$ cat src/hdl/aes_pkg.sv
// Shared types, constants and byte functions for the AES block cipher.
package aes_pkg;

    localparam int CFG_IDX_W = 3;

    localparam logic [CFG_IDX_W-1:0] REG_KEY_WORD_0 = 3'd0;
    localparam logic [CFG_IDX_W-1:0] REG_KEY_WORD_1 = 3'd1;
    localparam logic [CFG_IDX_W-1:0] REG_KEY_WORD_2 = 3'd2;
    localparam logic [CFG_IDX_W-1:0] REG_KEY_WORD_3 = 3'd3;
    localparam logic [CFG_IDX_W-1:0] REG_KEY_IS_256 = 3'd4;

    localparam logic OP_ENCRYPT = 1'b0;
    localparam logic OP_DECRYPT = 1'b1;

    // Commands from controller to datapath.
    typedef struct packed {
        logic       exp_start;    // load key words 0..7 (0..3 for AES-128) into the expansion window
        logic       exp_step;     // write one store word: a key word or a newly expanded one
        logic       load;         // load block into the state register
        logic       key_add;      // apply the first round key
        logic       round;        // apply one middle round
        logic       last;         // apply the final round
        logic       out_load;     // move the state to the output register
        logic [5:0] rk_addr;      // round key word base address (word index)
        logic [5:0] exp_idx;      // word index being expanded
        logic       dec;          // decrypt direction
    } aes_cmd_t;

    function automatic logic [7:0] sbox(input logic [7:0] x);
        logic [7:0] t [0:255];
        t = '{
        8'h63,8'h7c,8'h77,8'h7b,8'hf2,8'h6b,8'h6f,8'hc5,8'h30,8'h01,8'h67,8'h2b,8'hfe,8'hd7,8'hab,8'h76,
        8'hca,8'h82,8'hc9,8'h7d,8'hfa,8'h59,8'h47,8'hf0,8'had,8'hd4,8'ha2,8'haf,8'h9c,8'ha4,8'h72,8'hc0,
        8'hb7,8'hfd,8'h93,8'h26,8'h36,8'h3f,8'hf7,8'hcc,8'h34,8'ha5,8'he5,8'hf1,8'h71,8'hd8,8'h31,8'h15,
        8'h04,8'hc7,8'h23,8'hc3,8'h18,8'h96,8'h05,8'h9a,8'h07,8'h12,8'h80,8'he2,8'heb,8'h27,8'hb2,8'h75,
        8'h09,8'h83,8'h2c,8'h1a,8'h1b,8'h6e,8'h5a,8'ha0,8'h52,8'h3b,8'hd6,8'hb3,8'h29,8'he3,8'h2f,8'h84,
        8'h53,8'hd1,8'h00,8'hed,8'h20,8'hfc,8'hb1,8'h5b,8'h6a,8'hcb,8'hbe,8'h39,8'h4a,8'h4c,8'h58,8'hcf,
        8'hd0,8'hef,8'haa,8'hfb,8'h43,8'h4d,8'h33,8'h85,8'h45,8'hf9,8'h02,8'h7f,8'h50,8'h3c,8'h9f,8'ha8,
        8'h51,8'ha3,8'h40,8'h8f,8'h92,8'h9d,8'h38,8'hf5,8'hbc,8'hb6,8'hda,8'h21,8'h10,8'hff,8'hf3,8'hd2,
        8'hcd,8'h0c,8'h13,8'hec,8'h5f,8'h97,8'h44,8'h17,8'hc4,8'ha7,8'h7e,8'h3d,8'h64,8'h5d,8'h19,8'h73,
        8'h60,8'h81,8'h4f,8'hdc,8'h22,8'h2a,8'h90,8'h88,8'h46,8'hee,8'hb8,8'h14,8'hde,8'h5e,8'h0b,8'hdb,
        8'he0,8'h32,8'h3a,8'h0a,8'h49,8'h06,8'h24,8'h5c,8'hc2,8'hd3,8'hac,8'h62,8'h91,8'h95,8'he4,8'h79,
        8'he7,8'hc8,8'h37,8'h6d,8'h8d,8'hd5,8'h4e,8'ha9,8'h6c,8'h56,8'hf4,8'hea,8'h65,8'h7a,8'hae,8'h08,
        8'hba,8'h78,8'h25,8'h2e,8'h1c,8'ha6,8'hb4,8'hc6,8'he8,8'hdd,8'h74,8'h1f,8'h4b,8'hbd,8'h8b,8'h8a,
        8'h70,8'h3e,8'hb5,8'h66,8'h48,8'h03,8'hf6,8'h0e,8'h61,8'h35,8'h57,8'hb9,8'h86,8'hc1,8'h1d,8'h9e,
        8'he1,8'hf8,8'h98,8'h11,8'h69,8'hd9,8'h8e,8'h94,8'h9b,8'h1e,8'h87,8'he9,8'hce,8'h55,8'h28,8'hdf,
        8'h8c,8'ha1,8'h89,8'h0d,8'hbf,8'he6,8'h42,8'h68,8'h41,8'h99,8'h2d,8'h0f,8'hb0,8'h54,8'hbb,8'h16};
        return t[x];
    endfunction

    function automatic logic [7:0] sbox_rev(input logic [7:0] x);
        logic [7:0] t [0:255];
        t = '{
        8'h52,8'h09,8'h6a,8'hd5,8'h30,8'h36,8'ha5,8'h38,8'hbf,8'h40,8'ha3,8'h9e,8'h81,8'hf3,8'hd7,8'hfb,
        8'h7c,8'he3,8'h39,8'h82,8'h9b,8'h2f,8'hff,8'h87,8'h34,8'h8e,8'h43,8'h44,8'hc4,8'hde,8'he9,8'hcb,
        8'h54,8'h7b,8'h94,8'h32,8'ha6,8'hc2,8'h23,8'h3d,8'hee,8'h4c,8'h95,8'h0b,8'h42,8'hfa,8'hc3,8'h4e,
        8'h08,8'h2e,8'ha1,8'h66,8'h28,8'hd9,8'h24,8'hb2,8'h76,8'h5b,8'ha2,8'h49,8'h6d,8'h8b,8'hd1,8'h25,
        8'h72,8'hf8,8'hf6,8'h64,8'h86,8'h68,8'h98,8'h16,8'hd4,8'ha4,8'h5c,8'hcc,8'h5d,8'h65,8'hb6,8'h92,
        8'h6c,8'h70,8'h48,8'h50,8'hfd,8'hed,8'hb9,8'hda,8'h5e,8'h15,8'h46,8'h57,8'ha7,8'h8d,8'h9d,8'h84,
        8'h90,8'hd8,8'hab,8'h00,8'h8c,8'hbc,8'hd3,8'h0a,8'hf7,8'he4,8'h58,8'h05,8'hb8,8'hb3,8'h45,8'h06,
        8'hd0,8'h2c,8'h1e,8'h8f,8'hca,8'h3f,8'h0f,8'h02,8'hc1,8'haf,8'hbd,8'h03,8'h01,8'h13,8'h8a,8'h6b,
        8'h3a,8'h91,8'h11,8'h41,8'h4f,8'h67,8'hdc,8'hea,8'h97,8'hf2,8'hcf,8'hce,8'hf0,8'hb4,8'he6,8'h73,
        8'h96,8'hac,8'h74,8'h22,8'he7,8'had,8'h35,8'h85,8'he2,8'hf9,8'h37,8'he8,8'h1c,8'h75,8'hdf,8'h6e,
        8'h47,8'hf1,8'h1a,8'h71,8'h1d,8'h29,8'hc5,8'h89,8'h6f,8'hb7,8'h62,8'h0e,8'haa,8'h18,8'hbe,8'h1b,
        8'hfc,8'h56,8'h3e,8'h4b,8'hc6,8'hd2,8'h79,8'h20,8'h9a,8'hdb,8'hc0,8'hfe,8'h78,8'hcd,8'h5a,8'hf4,
        8'h1f,8'hdd,8'ha8,8'h33,8'h88,8'h07,8'hc7,8'h31,8'hb1,8'h12,8'h10,8'h59,8'h27,8'h80,8'hec,8'h5f,
        8'h60,8'h51,8'h7f,8'ha9,8'h19,8'hb5,8'h4a,8'h0d,8'h2d,8'he5,8'h7a,8'h9f,8'h93,8'hc9,8'h9c,8'hef,
        8'ha0,8'he0,8'h3b,8'h4d,8'hae,8'h2a,8'hf5,8'hb0,8'hc8,8'heb,8'hbb,8'h3c,8'h83,8'h53,8'h99,8'h61,
        8'h17,8'h2b,8'h04,8'h7e,8'hba,8'h77,8'hd6,8'h26,8'he1,8'h69,8'h14,8'h63,8'h55,8'h21,8'h0c,8'h7d};
        return t[x];
    endfunction

    function automatic logic [7:0] xt(input logic [7:0] x);
        return {x[6:0], 1'b0} ^ (x[7] ? 8'h1b : 8'h00);
    endfunction

    function automatic logic [31:0] sub_word(input logic [31:0] w);
        return {sbox(w[31:24]), sbox(w[23:16]), sbox(w[15:8]), sbox(w[7:0])};
    endfunction

    // Forward column mix of one column, byte 0 in the top bits.
    function automatic logic [31:0] mix_col(input logic [31:0] c);
        logic [7:0] a0, a1, a2, a3;
        a0 = c[31:24]; a1 = c[23:16]; a2 = c[15:8]; a3 = c[7:0];
        return {xt(a0) ^ xt(a1) ^ a1 ^ a2 ^ a3,
                a0 ^ xt(a1) ^ xt(a2) ^ a2 ^ a3,
                a0 ^ a1 ^ xt(a2) ^ xt(a3) ^ a3,
                xt(a0) ^ a0 ^ a1 ^ a2 ^ xt(a3)};
    endfunction

    // Inverse column mix: preprocess then forward mix.
    function automatic logic [31:0] inv_mix_col(input logic [31:0] c);
        logic [7:0] a0, a1, a2, a3, u, v;
        a0 = c[31:24]; a1 = c[23:16]; a2 = c[15:8]; a3 = c[7:0];
        u = xt(xt(a0 ^ a2));
        v = xt(xt(a1 ^ a3));
        return mix_col({a0 ^ u, a1 ^ v, a2 ^ u, a3 ^ v});
    endfunction

endpackage

$ cat src/hdl/aes_ctrl.sv
// Controller sequencing key expansion, rounds and the result handshake.
module aes_ctrl (
    input  logic              clk,
    input  logic              rst_n,
    input  logic              in_valid,
    input  logic              in_op,
    input  logic              key_is_256,
    input  logic              stale,
    output logic              in_ready,
    output logic              out_valid,
    input  logic              out_ready,
    output aes_pkg::aes_cmd_t cmd
);
    typedef enum logic [5:0] {
        S_IDLE  = 6'b000001,
        S_EXP   = 6'b000010,
        S_KEY0  = 6'b000100,
        S_ROUND = 6'b001000,
        S_LAST  = 6'b010000,
        S_OUT   = 6'b100000
    } state_t;

    state_t     state_reg, state_next;
    logic [5:0] idx_reg, idx_next;
    logic [3:0] rnd_reg, rnd_next;
    logic       dec_reg, dec_next;
    logic       exp_reg, exp_next;
    logic       ov_reg, ov_next;
    logic [3:0] nr;
    logic [3:0] rk_round;

    assign nr = key_is_256 ? 4'd14 : 4'd10;
    assign out_valid = ov_reg;
    assign in_ready = (state_reg == S_IDLE);

    // Sequence one item: optional expansion, key prefetch, rounds, output.
    always_comb
    begin
        state_next = state_reg;
        idx_next = idx_reg;
        rnd_next = rnd_reg;
        dec_next = dec_reg;
        exp_next = exp_reg && !stale;
        ov_next = ov_reg && !out_ready;
        cmd = '0;
        cmd.dec = dec_reg;
        cmd.exp_idx = idx_reg;
        rk_round = 4'd0;
        case (state_reg)
            S_IDLE:
            begin
                if (in_valid && in_ready)
                begin
                    dec_next = (in_op == aes_pkg::OP_DECRYPT);
                    cmd.load = 1'b1;
                    rnd_next = 4'd0;
                    if (!exp_next)
                    begin
                        cmd.exp_start = 1'b1;
                        idx_next = 6'd0;
                        state_next = S_EXP;
                    end
                    else
                    begin
                        state_next = S_KEY0;
                    end
                end
            end
            S_EXP:
            begin
                cmd.exp_step = 1'b1;
                idx_next = idx_reg + 6'd1;
                if (idx_reg == (key_is_256 ? 6'd59 : 6'd43))
                begin
                    exp_next = 1'b1;
                    state_next = S_KEY0;
                end
            end
            S_KEY0:
            begin
                // Prefetch the first round key.
                rk_round = dec_reg ? nr : 4'd0;
                rnd_next = 4'd1;
                state_next = S_ROUND;
            end
            S_ROUND:
            begin
                // Use the key fetched last cycle, fetch the next one.
                rk_round = dec_reg ? nr - rnd_reg : rnd_reg;
                if (rnd_reg == 4'd1)
                begin
                    cmd.key_add = 1'b1;
                end
                else
                begin
                    cmd.round = 1'b1;
                end
                rnd_next = rnd_reg + 4'd1;
                if (rnd_reg == nr)
                begin
                    state_next = S_LAST;
                end
            end
            S_LAST:
            begin
                cmd.last = 1'b1;
                state_next = S_OUT;
            end
            S_OUT:
            begin
                // Hold here while the previous result is still waiting.
                if (!ov_reg || out_ready)
                begin
                    cmd.out_load = 1'b1;
                    ov_next = 1'b1;
                    state_next = S_IDLE;
                end
            end
            default:
            begin
                state_next = S_IDLE;
            end
        endcase
        cmd.rk_addr = {rk_round, 2'b00};
    end

    always_ff @(posedge clk or negedge rst_n)
    begin
        if (!rst_n)
        begin
            state_reg <= S_IDLE;
            idx_reg <= '0;
            rnd_reg <= '0;
            dec_reg <= 1'b0;
            exp_reg <= 1'b0;
            ov_reg <= 1'b0;
        end
        else
        begin
            state_reg <= state_next;
            idx_reg <= idx_next;
            rnd_reg <= rnd_next;
            dec_reg <= dec_next;
            exp_reg <= exp_next;
            ov_reg <= ov_next;
        end
    end
endmodule

$ cat config.mk
export PLATFORM = sky130hd
export DESIGN_NAME = aes_ctrl
export DESIGN_NICKNAME = d
export VERILOG_FILES = /design/src/hdl/aes_pkg.sv /design/src/hdl/aes_ctrl.sv
export SDC_FILE = /design/constraint.sdc
export NUM_CORES = 1
export LEC_CHECK = 0
export BUFFER_PORTS_ARGS = -buffer_cell sky130_fd_sc_hd__buf_2
export CORE_MARGIN = 2
export CORE_UTILIZATION = 50
export CTS_BUF_LIST = sky130_fd_sc_hd__clkbuf_4 sky130_fd_sc_hd__clkbuf_8
export DETAILED_ROUTE_END_ITERATION = 12
export HOLD_SLACK_MARGIN = 0.08
export PLACE_DENSITY = 0.78
export SYNTH_ARGS = -nofsm -noshare
export SYNTH_HDL_FRONTEND = slang
export SYNTH_SLANG_ARGS = --single-unit
export TNS_END_PERCENT = 5
$ cat constraint.sdc
create_clock -name clk -period 1.4 [get_ports clk]
set_input_delay 0.07 -clock clk [delete_from_list [all_inputs] [get_ports clk]]
set_output_delay 0.07 -clock clk [all_outputs]
set_load 0.05 [all_outputs]
==> flow_metrics.tcl <==
set metrics [dict create \
    coreArea_mm2 0.00225 \
    synth_flop_cell "dfrtp_1" \
    drt_iter0_markers 32 \
    period_share 1.35 \
    avgSynthCellArea_um2 9.38 \
    yosysMostFrequentCell "dfrtp_1" \
    clock-root-buffer "clkbuf_4" \
    drc_errors 0 \
    power.internal_mw 1.34 \
    p_clk_frac 0.117 \
    areaGrowthSynthToFinish_pct 54.5 \
    seq_area_um2 482 \
    max_stage_delay_ns 0.50 \
    layout_min_cycle_time_ns 1.89 \
    async_flop_share 1.00 \
    grt_pass1_wl_um 5690 \
    synth_edf_count 0 \
    min_path_type "primary input to async pin" \
    cts_buffers 3 \
    clk_latency_ns 0.30 \
    synth_common_cells "18 x dfrtp_1, 15 x nand2_1, 10 x nand3_1, 8 x o21ai_0" \
    worstPathCellList "nor4_4 > and2_4 > a21oi_1 > mux2i_4 > buf_6" \
    syn_inst 130 \
    via_per_inst 5.71 \
    startpoint_type "register" \
    dpl_cell_area_mm2 0.00163 \
    initial_utilization 0.541 \
    cp.arrival_ns 1.82 \
    fmaxAchievable_mhz 530 \
    synthDistinctLibCells 44 \
    rows 17 \
    synthTopCellsByArea "dfrtp_1 37%, ha_1 6.2%, nand2_1 4.6%, nand3_1 4.1%, o21ai_0 3.3%" \
    cts.sink_count 19 \
    final_util 0.836 \
    cts_tree "done" \
    rsz0062_at_grt "yes" \
    ant_nets 0 \
    io_pins 29 \
    skew_ns 0.00347 \
    maxCapViolations 0 \
    overflow 0 \
    reg2reg_to "rnd_reg[0]$_DFFE_PN0P_" \
    r2r_cells 5 \
    total_power_mw 2.44 \
    multi_input_area_um2 828 \
    setup_ws_ns -0.486 \
    r2r-start "state_reg[0]$_DFFE_PN1P_" \
    grt_pass1_vias 1238 \
    vias 1223 \
    portBuffers 26 \
    grt_start_max_net_pins 20 \
    cts.clk_slew.worst_paths_ns 0.11 \
    syn_area_mm2 0.00122 \
    slowest_stage "dfrtp_1" \
    ys_seq_area_frac 0.391 \
    synth_top_cell_by_area "dfrtp_1" \
    power.leakage_nw 0.911 \
    track_usage 0.282 \
    holdWs_ns 0.230 \
    fin_area_mm2 0.00188 \
    yosysWarnings 0 \
    ir_worst_vdd_mv 1.48 \
    drv_slew 0 \
    totalWireLength_um 3470 \
    switching_share 0.451 \
    comb_power_share 0.580 \
    outcome "finished with violations" \
    dp_hpwl_um 2370 \
    die_w_um 53.4 \
    place_congestion 0.779 \
    grt_antenna_before_repair 0 \
    synth_top_area_share 0.369 \
    die_y_um 53.4 \
    die-area_mm2 0.00285 \
    setup_violations 25 \
    r2r_setup_slack_ns -0.20 \
    layout-drive-gt1-share 0.489 \
    hold_viol 0 \
    power.density_mw_per_mm2 1300 \
    ys_seq_elements 19 \
    cp_max_fo 6 \
    nets 200 \
    wl_per_cell_um 16.2 \
    fin_setup_tns_ns -5.72 \
    p_seq_frac 0.303 \
    cts_buffer_depth 2 \
    end_kind "primary output" \
    crit_type "register to primary output" \
    violations "negative setup slack" \
    required_ns 1.33 \
    nFillCells 134 \
    htree_levels 1 \
    power.net_switching_mw 1.10 \
    dr.pass1.iters 4 \
    diodes 0 \
]
==> power by group through the flow <==
stage / logic [mW] / clock network (mW) / registers (mW)
final: 1.42 / 0.285 / 0.740
after global routing: 1.49 / 0.320 / 0.748
after CTS: 1.31 / 0.288 / 0.731
after detailed placement: 1.13 / 0 / 0.751
after global placement: 1.10 / 0 / 0.744
after floorplan: 0.694 / 0 / 0.838
==> final cells by class <==
cell class / instances / area share
inverter: 7 / 0.0153
timing repair buffer: 57 / 0.256
clock buffer: 3 / 0.0120
clock inverter: 1 / 0.00266
tap: 28 / 0.0186
sequential: 19 / 0.256
multi-input combinational: 99 / 0.440
==> placed cells by master (no fill, tap or decap), types with 3 or more instances in the layout <==
cell type and n:
buf_4 23, a21oi_1 3, dfrtp_2 4, nand2_1 14, o21ai_0 3, ha_1 5
dfrtp_1 14, buf_6 12, clkbuf_4 3, nand2b_1 6, buf_2 14, dlygate4sd3_1 5
nand3_2 4, xor2_1 3, o21ai_1 4, inv_1 5, nand3_1 5
==> routing by layer <==
layer	up-vias	GRT usage	routed length, µm
li1	569	-	-
met1	608	0.337	1430
met2	38	0.484	1830
met3	8	0.0424	136
met4	0	0.141	77
met5	-	0	0
==> timing repair <==
| item | in CTS | in global routing |
|---|---|---|
| gates resized for setup | 35 | 13 |
| hold buffers | 5 | 0 |
| buffers inserted | 1 | 0 |
| pin swaps | 6 | 7 |
| endpoints found under the setup margin | 28 | 29 |
| hold endpoints to repair | 24 | 0 |
| cloned | 0 | 0 |
==> critical path, delay by kind of cell (launching register included) <==
family                 cells  cell delay, ns
AO/OA/AOI/OAI              1            0.11
buffers and inverters      1            0.18
flip-flops                 1            0.50
multiplexers               1            0.15
AND/OR/NAND/NOR            2            0.57
==> worst max-delay path by stage <==
stage	cells after the start	startpoint	end
floorplan	5	state_reg[5]$_DFFE_PN0P_	cmd[10]
global placement	7	rnd_reg[2]$_DFFE_PN0P_	cmd[12]
detailed placement	5	state_reg[5]$_DFFE_PN0P_	cmd[10]
CTS	5	state_reg[1]$_DFFE_PN0P_	cmd[10]
global route	6	state_reg[1]$_DFFE_PN0P_	cmd[11]
finish	5	state_reg[4]$_DFFE_PN0P_	cmd[10]
==> cell families (layout without fill, tap and decap cells) <==
| group | after synthesis | count (layout) | synth area share |
|---|---|---|---|
| compound gates | 22 | 22 | 0.114 |
| xor+xnor | 5 | 5 | 0.0359 |
| fa+ha+maj | 6 | 6 | 0.0615 |
| buf+inv | 13 | 68 | 0.0574 |
| flops | 19 | 19 | 0.391 |
| mux | 4 | 4 | 0.0338 |
| other cells | 1 | 2 | 0.00307 |
| simple gates | 60 | 60 | 0.304 |
==> per-stage QoR <==
stage                     setup WS [ns]  cells
after floorplan                  -0.178    131
after detailed placement         -0.240    204
after CTS                        -0.473    214
after global routing             -0.552    214
after global placement           -0.175    204
final                            -0.486    214
Note: power is estimated with default switching activity, not from simulation.
